File: config.mk
export PLATFORM = sky130hd
export DESIGN_NAME = midi_menu_selector_core
export DESIGN_NICKNAME = d
export VERILOG_FILES = /design/src/rtl/core/mms_pkg.sv /design/src/rtl/core/mms_cfg_regs.sv /design/src/rtl/core/mms_step_logic.sv /design/src/rtl/core/midi_menu_selector_core.sv
export SDC_FILE = /design/constraint.sdc
export NUM_CORES = 1
export LEC_CHECK = 0
export ABC_AREA = 0
export BUFFER_PORTS_ARGS = -buffer_cell sky130_fd_sc_hd__buf_2
export CORE_MARGIN = 10
export CORE_UTILIZATION = 25
export DETAILED_ROUTE_END_ITERATION = 10
export SLEW_MARGIN = 25
export SYNTH_ARGS = -nofsm -noshare
export SYNTH_HDL_FRONTEND = slang
export SYNTH_HIERARCHICAL = 1
export SYNTH_SLANG_ARGS = --single-unit
File: constraint.sdc
create_clock -name clk -period 2.6 [get_ports clk]
set_clock_uncertainty 0.2 [all_clocks]
set_input_delay 0.52 -clock clk [delete_from_list [all_inputs] [get_ports clk]]
set_output_delay 0.52 -clock clk [all_outputs]
set_load 0.05 [all_outputs]
File: src/rtl/core/mms_pkg.sv
`timescale 1ns / 1ps
// ----------------------------------------------------------------------------
// MIDI menu selector package
// Shared types, codes and reset values for the MIDI menu selector.
// ----------------------------------------------------------------------------
package mms_pkg;

    // Number of menu entries by default, and the number of note registers.
    localparam int ENTRY_COUNT_DEFAULT = 3;
    localparam int NOTE_COUNT          = 3;

    // Configuration register indexes.
    localparam logic [2:0] CFG_NEXT_CTRL   = 3'd0;
    localparam logic [2:0] CFG_PREV_CTRL   = 3'd1;
    localparam logic [2:0] CFG_SELECT_CTRL = 3'd2;
    localparam logic [2:0] CFG_NOTE_FIRST  = 3'd3;
    localparam logic [2:0] CFG_NOTE_SECOND = 3'd4;
    localparam logic [2:0] CFG_NOTE_THIRD  = 3'd5;

    // Configuration reset values.
    localparam logic [6:0] RST_NEXT_CTRL   = 7'd47;
    localparam logic [6:0] RST_PREV_CTRL   = 7'd46;
    localparam logic [6:0] RST_SELECT_CTRL = 7'd49;
    localparam logic [6:0] RST_NOTE_FIRST  = 7'd36;
    localparam logic [6:0] RST_NOTE_SECOND = 7'd38;
    localparam logic [6:0] RST_NOTE_THIRD  = 7'd40;

    // Upper nibbles of the status bytes that matter here.
    localparam logic [3:0] KIND_NOTE_ON  = 4'h9;
    localparam logic [3:0] KIND_CTRL     = 4'hB;
    localparam logic [3:0] KIND_PROGRAM  = 4'hC;
    localparam logic [3:0] KIND_PRESSURE = 4'hD;

    // Parser position within a message.
    localparam logic [1:0] IDX_NONE   = 2'd0;
    localparam logic [1:0] IDX_STATUS = 2'd1;
    localparam logic [1:0] IDX_DATA   = 2'd2;

    // Message lengths in bytes.
    localparam logic [1:0] LEN_TWO   = 2'd2;
    localparam logic [1:0] LEN_THREE = 2'd3;

    typedef enum logic [1:0] {
        ACT_MIDI    = 2'd0,
        ACT_FWD     = 2'd1,
        ACT_BACK    = 2'd2,
        ACT_CONFIRM = 2'd3
    } action_t;

    typedef struct packed {
        logic [6:0] next_ctrl;
        logic [6:0] prev_ctrl;
        logic [6:0] select_ctrl;
        logic [6:0] note_first;
        logic [6:0] note_second;
        logic [6:0] note_third;
    } cfg_t;

    typedef struct packed {
        logic [7:0] running_status;
        logic [1:0] byte_index;
        logic [1:0] message_length;
        logic [7:0] first_data;
        logic [1:0] selected_entry;
        logic       start_flag;
    } state_t;

    typedef struct packed {
        logic [1:0] selection;
        logic       start_requested;
        logic       redraw;
        logic       message_complete;
    } result_t;

endpackage

File: src/rtl/core/mms_cfg_regs.sv
`timescale 1ns / 1ps
// ----------------------------------------------------------------------------
// MIDI menu selector configuration registers
// Holds the controller and note numbers written over the configuration port.
// ----------------------------------------------------------------------------
module mms_cfg_regs
    import mms_pkg::*;
(
    input  logic       clk,
    input  logic       rst_n,
    input  logic       cfg_valid,
    output logic       cfg_ready,
    input  logic [2:0] cfg_index,
    input  logic [6:0] cfg_data,
    output cfg_t       cfg
);

    cfg_t cfg_reg;
    cfg_t cfg_next;

    // Writes are always taken.
    assign cfg_ready = 1'b1;
    assign cfg       = cfg_reg;

    // Decode the register index; unknown indexes leave everything unchanged.
    always_comb
    begin
        cfg_next = cfg_reg;
        if (cfg_valid)
        begin
            case (cfg_index)
                CFG_NEXT_CTRL:   cfg_next.next_ctrl   = cfg_data;
                CFG_PREV_CTRL:   cfg_next.prev_ctrl   = cfg_data;
                CFG_SELECT_CTRL: cfg_next.select_ctrl = cfg_data;
                CFG_NOTE_FIRST:  cfg_next.note_first  = cfg_data;
                CFG_NOTE_SECOND: cfg_next.note_second = cfg_data;
                CFG_NOTE_THIRD:  cfg_next.note_third  = cfg_data;
                default:         cfg_next = cfg_reg;
            endcase
        end
    end

    always_ff @(posedge clk or negedge rst_n)
    begin
        if (!rst_n)
        begin
            cfg_reg.next_ctrl   <= RST_NEXT_CTRL;
            cfg_reg.prev_ctrl   <= RST_PREV_CTRL;
            cfg_reg.select_ctrl <= RST_SELECT_CTRL;
            cfg_reg.note_first  <= RST_NOTE_FIRST;
            cfg_reg.note_second <= RST_NOTE_SECOND;
            cfg_reg.note_third  <= RST_NOTE_THIRD;
        end
        else
        begin
            cfg_reg <= cfg_next;
        end
    end

endmodule

File: src/rtl/core/mms_step_logic.sv
`timescale 1ns / 1ps
// ----------------------------------------------------------------------------
// MIDI menu selector step logic
// Works out the next parser and menu state and the result for one beat.
// ----------------------------------------------------------------------------
module mms_step_logic
    import mms_pkg::*;
#(
    parameter int ENTRY_COUNT = ENTRY_COUNT_DEFAULT
)
(
    input  action_t    action,
    input  logic [7:0] midi_byte,
    input  cfg_t       cfg,
    input  state_t     state,
    output state_t     state_next,
    output result_t    result
);

    // Wrapping step forward over the menu entries.
    function automatic logic [1:0] step_fwd(input logic [1:0] sel);
        if (({1'b0, sel} + 3'd1) >= 3'(ENTRY_COUNT))
            return 2'd0;
        else
            return sel + 2'd1;
    endfunction

    // Wrapping step back; an out-of-range index goes to the last entry.
    function automatic logic [1:0] step_back(input logic [1:0] sel);
        if ((sel == 2'd0) || ({1'b0, sel} >= 3'(ENTRY_COUNT)))
            return 2'(ENTRY_COUNT - 1);
        else
            return sel - 2'd1;
    endfunction

    logic [7:0] msg_first;
    logic [7:0] msg_second;
    logic [3:0] msg_kind;
    logic       msg_live;
    logic       hit_next;
    logic       hit_prev;
    logic       hit_select;
    logic       note_hit;
    logic [1:0] note_entry;
    logic [6:0] notes [NOTE_COUNT];
    logic       act_en;
    logic       redraw;
    logic       complete;

    assign notes[0] = cfg.note_first;
    assign notes[1] = cfg.note_second;
    assign notes[2] = cfg.note_third;

    // The data bytes of the message being finished by this beat.
    assign msg_first  = (state.byte_index == IDX_STATUS) ? midi_byte : state.first_data;
    assign msg_second = (state.byte_index == IDX_STATUS) ? 8'd0 : midi_byte;
    assign msg_kind   = state.running_status[7:4];
    assign msg_live   = (msg_second != 8'd0);

    assign hit_next   = (msg_first == {1'b0, cfg.next_ctrl});
    assign hit_prev   = (msg_first == {1'b0, cfg.prev_ctrl});
    assign hit_select = (msg_first == {1'b0, cfg.select_ctrl});

    // Note match: the lowest matching entry wins.
    always_comb
    begin
        note_hit   = 1'b0;
        note_entry = 2'd0;
        for (int k = NOTE_COUNT - 1; k >= 0; k--)
        begin
            if ((k < ENTRY_COUNT) && (msg_first == {1'b0, notes[k]}))
            begin
                note_hit   = 1'b1;
                note_entry = 2'(k);
            end
        end
    end

    // Parser and menu update.
    always_comb
    begin
        state_next = state;
        redraw     = 1'b0;
        complete   = 1'b0;
        act_en     = 1'b0;
        case (action)
            ACT_FWD:
            begin
                state_next.selected_entry = step_fwd(state.selected_entry);
                redraw = 1'b1;
            end
            ACT_BACK:
            begin
                state_next.selected_entry = step_back(state.selected_entry);
                redraw = 1'b1;
            end
            ACT_CONFIRM:
            begin
                state_next.start_flag = 1'b1;
            end
            ACT_MIDI:
            begin
                if (midi_byte[7])
                begin
                    state_next.running_status = midi_byte;
                    state_next.byte_index     = IDX_STATUS;
                    if ((midi_byte[7:4] == KIND_PROGRAM) || (midi_byte[7:4] == KIND_PRESSURE))
                        state_next.message_length = LEN_TWO;
                    else
                        state_next.message_length = LEN_THREE;
                end
                else if (state.byte_index == IDX_STATUS)
                begin
                    state_next.first_data = midi_byte;
                    if (state.message_length == LEN_TWO)
                    begin
                        act_en   = 1'b1;
                        complete = 1'b1;
                    end
                    else
                    begin
                        state_next.byte_index = IDX_DATA;
                    end
                end
                else if (state.byte_index == IDX_DATA)
                begin
                    act_en                = 1'b1;
                    complete              = 1'b1;
                    state_next.byte_index = IDX_STATUS;
                end
            end
            default:
            begin
                state_next = state;
            end
        endcase

        // Act on a finished message.
        if (act_en && msg_live)
        begin
            if (msg_kind == KIND_CTRL)
            begin
                if (hit_next)
                begin
                    state_next.selected_entry = step_fwd(state.selected_entry);
                    redraw = 1'b1;
                end
                else if (hit_prev)
                begin
                    state_next.selected_entry = step_back(state.selected_entry);
                    redraw = 1'b1;
                end
                else if (hit_select)
                begin
                    state_next.start_flag = 1'b1;
                end
            end
            else if ((msg_kind == KIND_NOTE_ON) && note_hit)
            begin
                state_next.selected_entry = note_entry;
                state_next.start_flag     = 1'b1;
            end
        end
    end

    assign result.selection        = state_next.selected_entry;
    assign result.start_requested  = state_next.start_flag;
    assign result.redraw           = redraw;
    assign result.message_complete = complete;

endmodule

File: src/rtl/core/midi_menu_selector_core.sv
`timescale 1ns / 1ps
// ----------------------------------------------------------------------------
// MIDI menu selector core
// Parses MIDI bytes and local events into a menu selection and start request.
// ----------------------------------------------------------------------------
// Usage:
//   Input beats (in_valid/in_ready) carry an action code and a MIDI byte.
//   Action 0 feeds the byte to the MIDI parser; 1, 2 and 3 are local step
//   forward, step back and confirm events.
//   Every input beat gives exactly one output beat (out_valid/out_ready) with
//   the selection, the sticky start flag, a redraw flag and a message flag.
//   The configuration channel (cfg_valid/cfg_ready) writes the controller and
//   note numbers; it is always ready and should be used only while idle.
//   A beat lands in the input register, and its result then lands in the
//   output register, where the state is updated. Throughput is one beat
//   per cycle while out_ready is high; both register stages advance together.
//   When the receiver stalls, the result holds in the output register and one
//   more beat is held in the input register, after which in_ready drops.
//   Reset clears the parser and menu state, empties both stages and loads the
//   default controller and note numbers.
// ----------------------------------------------------------------------------
module midi_menu_selector_core
    import mms_pkg::*;
#(
    parameter int ENTRY_COUNT = ENTRY_COUNT_DEFAULT
)
(
    input  logic       clk,
    input  logic       rst_n,
    input  logic       in_valid,
    output logic       in_ready,
    input  logic [1:0] action,
    input  logic [7:0] midi_byte,
    output logic       out_valid,
    input  logic       out_ready,
    output logic [1:0] selection,
    output logic       start_requested,
    output logic       redraw,
    output logic       message_complete,
    input  logic       cfg_valid,
    output logic       cfg_ready,
    input  logic [2:0] cfg_index,
    input  logic [6:0] cfg_data
);

    cfg_t       cfg;
    state_t     state_reg;
    state_t     state_next;
    result_t    result;
    result_t    result_reg;
    logic       s1_valid_reg;
    action_t    s1_action_reg;
    logic [7:0] s1_byte_reg;
    logic       out_valid_reg;
    logic       s1_advance;

    mms_cfg_regs u_cfg_regs (
        .clk       (clk),
        .rst_n     (rst_n),
        .cfg_valid (cfg_valid),
        .cfg_ready (cfg_ready),
        .cfg_index (cfg_index),
        .cfg_data  (cfg_data),
        .cfg       (cfg)
    );

    mms_step_logic #(
        .ENTRY_COUNT (ENTRY_COUNT)
    ) u_step_logic (
        .action     (s1_action_reg),
        .midi_byte  (s1_byte_reg),
        .cfg        (cfg),
        .state      (state_reg),
        .state_next (state_next),
        .result     (result)
    );

    // Handshake: the input stage moves on whenever the output register frees up.
    assign s1_advance = s1_valid_reg && (!out_valid_reg || out_ready);
    assign in_ready   = !s1_valid_reg || !out_valid_reg || out_ready;

    // Input register.
    always_ff @(posedge clk or negedge rst_n)
    begin
        if (!rst_n)
        begin
            s1_valid_reg <= 1'b0;
        end
        else if (in_ready)
        begin
            s1_valid_reg <= in_valid;
        end
    end

    always_ff @(posedge clk)
    begin
        if (in_valid && in_ready)
        begin
            s1_action_reg <= action_t'(action);
            s1_byte_reg   <= midi_byte;
        end
    end

    // Parser and menu state, updated as a beat enters the output register.
    always_ff @(posedge clk or negedge rst_n)
    begin
        if (!rst_n)
        begin
            state_reg.running_status <= 8'd0;
            state_reg.byte_index     <= IDX_NONE;
            state_reg.message_length <= LEN_THREE;
            state_reg.first_data     <= 8'd0;
            state_reg.selected_entry <= 2'd0;
            state_reg.start_flag     <= 1'b0;
        end
        else if (s1_advance)
        begin
            state_reg <= state_next;
        end
    end

    // Output register.
    always_ff @(posedge clk or negedge rst_n)
    begin
        if (!rst_n)
        begin
            out_valid_reg <= 1'b0;
        end
        else if (!out_valid_reg || out_ready)
        begin
            out_valid_reg <= s1_valid_reg;
        end
    end

    always_ff @(posedge clk)
    begin
        if (s1_advance)
        begin
            result_reg <= result;
        end
    end

    assign out_valid        = out_valid_reg;
    assign selection        = result_reg.selection;
    assign start_requested  = result_reg.start_requested;
    assign redraw           = result_reg.redraw;
    assign message_complete = result_reg.message_complete;

endmodule

==> qor.yml <==
status:
  status: "finished with violations"
  violations: "negative hold slack, negative setup slack"
detailed_routing:
  dr.max_layer_used: "met4"
  ant_nets: 0
  via_count: 3807
  wl_per_cell_um: 19.97
  wl_mm: 15.24
  post-route-drc-count: 0
  wl_met1_mm: 6.652
  dr.first_iter.drc_count: 260
  wl_met2_mm: 7.479
  dr.pass1.iters: 4
  vias_per_cell: 4.990
  met3WireLength_um: 687
sta:
  finalSetupViolations: 4
  min_period_ps: 2682
  worst_slew_pin_slew_ps: 564.7
  fin_ws_ps: -82.27
  rsz0062_at_grt: "yes"
  slew_violations: 0
  fmax_ghz: 0.3728
  relSlewSlack: 0.6219
  hold_violations: 14
  holdWs_ps: -46.01
  fin_crit_sh: 1.032
critical_path:
  regToRegSetupSlack_ps: -80
  r2r_cells: 11
  cp.required_ps: 2620
  start_kind: "flop"
  cp-endpoint: "state_reg[1]$_DFFE_PN0P_"
  crit_arrival_ps: 2700
  crit_type: "reg -> reg"
  r2r_start: "state_reg[14]$_DFFE_PN0P_"
  cp_max_fo: 9
  reg2reg_to: "state_reg[1]$_DFFE_PN0P_"
  end_kind: "flop"
  critPathLaunch: "state_reg[14]$_DFFE_PN0P_"
floorplanning:
  ioPinCount: 33
  core.rowCount: 50
  die_y_um: 158.5
  core_um2: 18770
  die_w_um: 158.5
  die_area_um2: 25130
  initial_core_util: 0.2557
cts:
  clock_latency_ps: 340
  ctsHoldBuffers: 0
  cts_tree: "yes"
  cts-root-buf: "clkbuf_16"
  cts_max_level: 3
  clock_sinks: 78
  clockBufferDepth: 2
  clkTransAtPathRegs_ps: 60
  cts_buffers: 9
grt:
  grt_max_degree: 64
  grt-ovfl-total: 0
  antenna_found_initial: 0
  grt_usage: 0.1221
  grt_pass1_vias: 4012
  grt_pass1_wl_mm: 23.27
final_layout:
  num-fill-cells: 1939
  largest_reg_flops: 42
  ff_latch_area_um2: 2054
  multi_input_area_um2: 2613
  areaGrowthSynthToFinish_pct: 28.11
  diodes: 0
  finalInstanceArea_um2: 6147
  layout.nets: 556
  drive_above_1_share: 0.4518
pwr:
  vdd_drop_max_uv: 512.1
  p_leak_nw: 2.607
  p_per_area_nw_per_um2: 1056
place:
  place_area_um2: 5610
  dpl.hpwl_mm: 11.57
  dp_slack_ps: -194.7
  io_buffers: 31
  gp_congestion: 0.9351
synth:
  yosysWarnings: 6
  syn_avg_cell_area_um2: 11.01
  synth_area_um2: 4798
  syn-num-nets: 468
  syn_inst: 436
hold_path:
  worstHoldPathType: "in -> async"
run:
  drv_cap: 0
[worst min-delay path by stage]
stage               cells past startpoint  slack [ps]                startpoint                        end
floorplan                               0          20                     rst_n      out_valid$_DFFE_PN0P_
global placement                        1         300  state_reg[0]$_DFFE_PN0P_   state_reg[0]$_DFFE_PN0P_
detailed placement                      1         300  state_reg[0]$_DFFE_PN0P_   state_reg[0]$_DFFE_PN0P_
CTS                                     2          10                     rst_n   state_reg[7]$_DFFE_PN0P_
global route                            2          20                     rst_n   state_reg[7]$_DFFE_PN0P_
finish                                  2         -50                     rst_n  state_reg[22]$_DFFE_PN0P_
[metal layers]
metal / global-route usage / vias up
met1: 0.1520 / 1924
met5: 0 / -
met2: 0.2048 / 100
met3: 0.02213 / 27
met4: 0.04720 / 0
li1: - / 1756
[cell type report]
class / count / area share
clock buffers: 11 / 0.03949
clock inverters: 5 / 0.009159
inverters: 30 / 0.01832
multi-input cells: 299 / 0.4250
flip-flops and latches: 78 / 0.3342
well taps: 234 / 0.04763
repair buffers: 106 / 0.1262
[metrics by stage]
step / instances / total power [mW] / hold slack, ps / setup TNS (ps) / utilization
final: 763 / 6.493 / -46.01 / -276.0 / 0.3275
after global routing: 763 / 6.833 / 22.15 / -695.5 / 0.3275
after CTS: 757 / 6.306 / 13.58 / -272.2 / 0.3227
after detailed placement: 737 / 4.843 / 298.5 / -593.5 / 0.2989
after global placement: 737 / 4.808 / 296.5 / -473.1 / 0.2989
after floorplan: 436 / 3.762 / 24.41 / 0 / -
[what timing repair did]
| item | in CTS | in global routing |
|---|---|---|
| buffers inserted | 4 | 5 |
| pin swaps | 11 | 6 |
| endpoints found under the setup margin | 6 | 7 |
| gates resized for setup | 24 | 12 |
| cloned | 0 | 1 |
[layout by cell type, fill, tap and decap left out, types with 3 or more instances in the layout]
cell type and count:
a2111oi_4 3, a21o_1 3, a21oi_1 13, a221oi_1 9, a22oi_1 3, a31oi_1 4
and2_1 3, and3_1 3, buf_12 3, buf_2 32, buf_4 65, buf_6 6
clkbuf_16 9, dfrtp_1 41, dfstp_2 21, edfxtp_1 15, ha_1 7, inv_1 30
mux2_2 44, mux2_4 17, nand2_1 25, nand2b_1 9, nand3_1 7, nand3b_1 4
nand4b_1 4, nor2_1 15, nor2b_1 8, nor4bb_1 4, o211ai_1 3, o21ai_0 18
o221ai_1 3, o22ai_1 7, xnor2_1 9, xor2_1 15
[worst max-delay path: stages (launching register included)]
cell,delay (ps)
dfrtp_1,400
nand2b_1,180
buf_4,200
buf_4,170
a221oi_1,210
o22ai_1,140
a211oi_2,190
buf_4,150
nand3_1,60
a32oi_1,250
nand3_2,120
mux2_4,290
[where the power goes]
part           switching, mW  internal (mW)
clock                  0.526          0.774
sequential             0.365           1.62
combinational           1.63           1.58
Power figures use the tool's default switching activity.
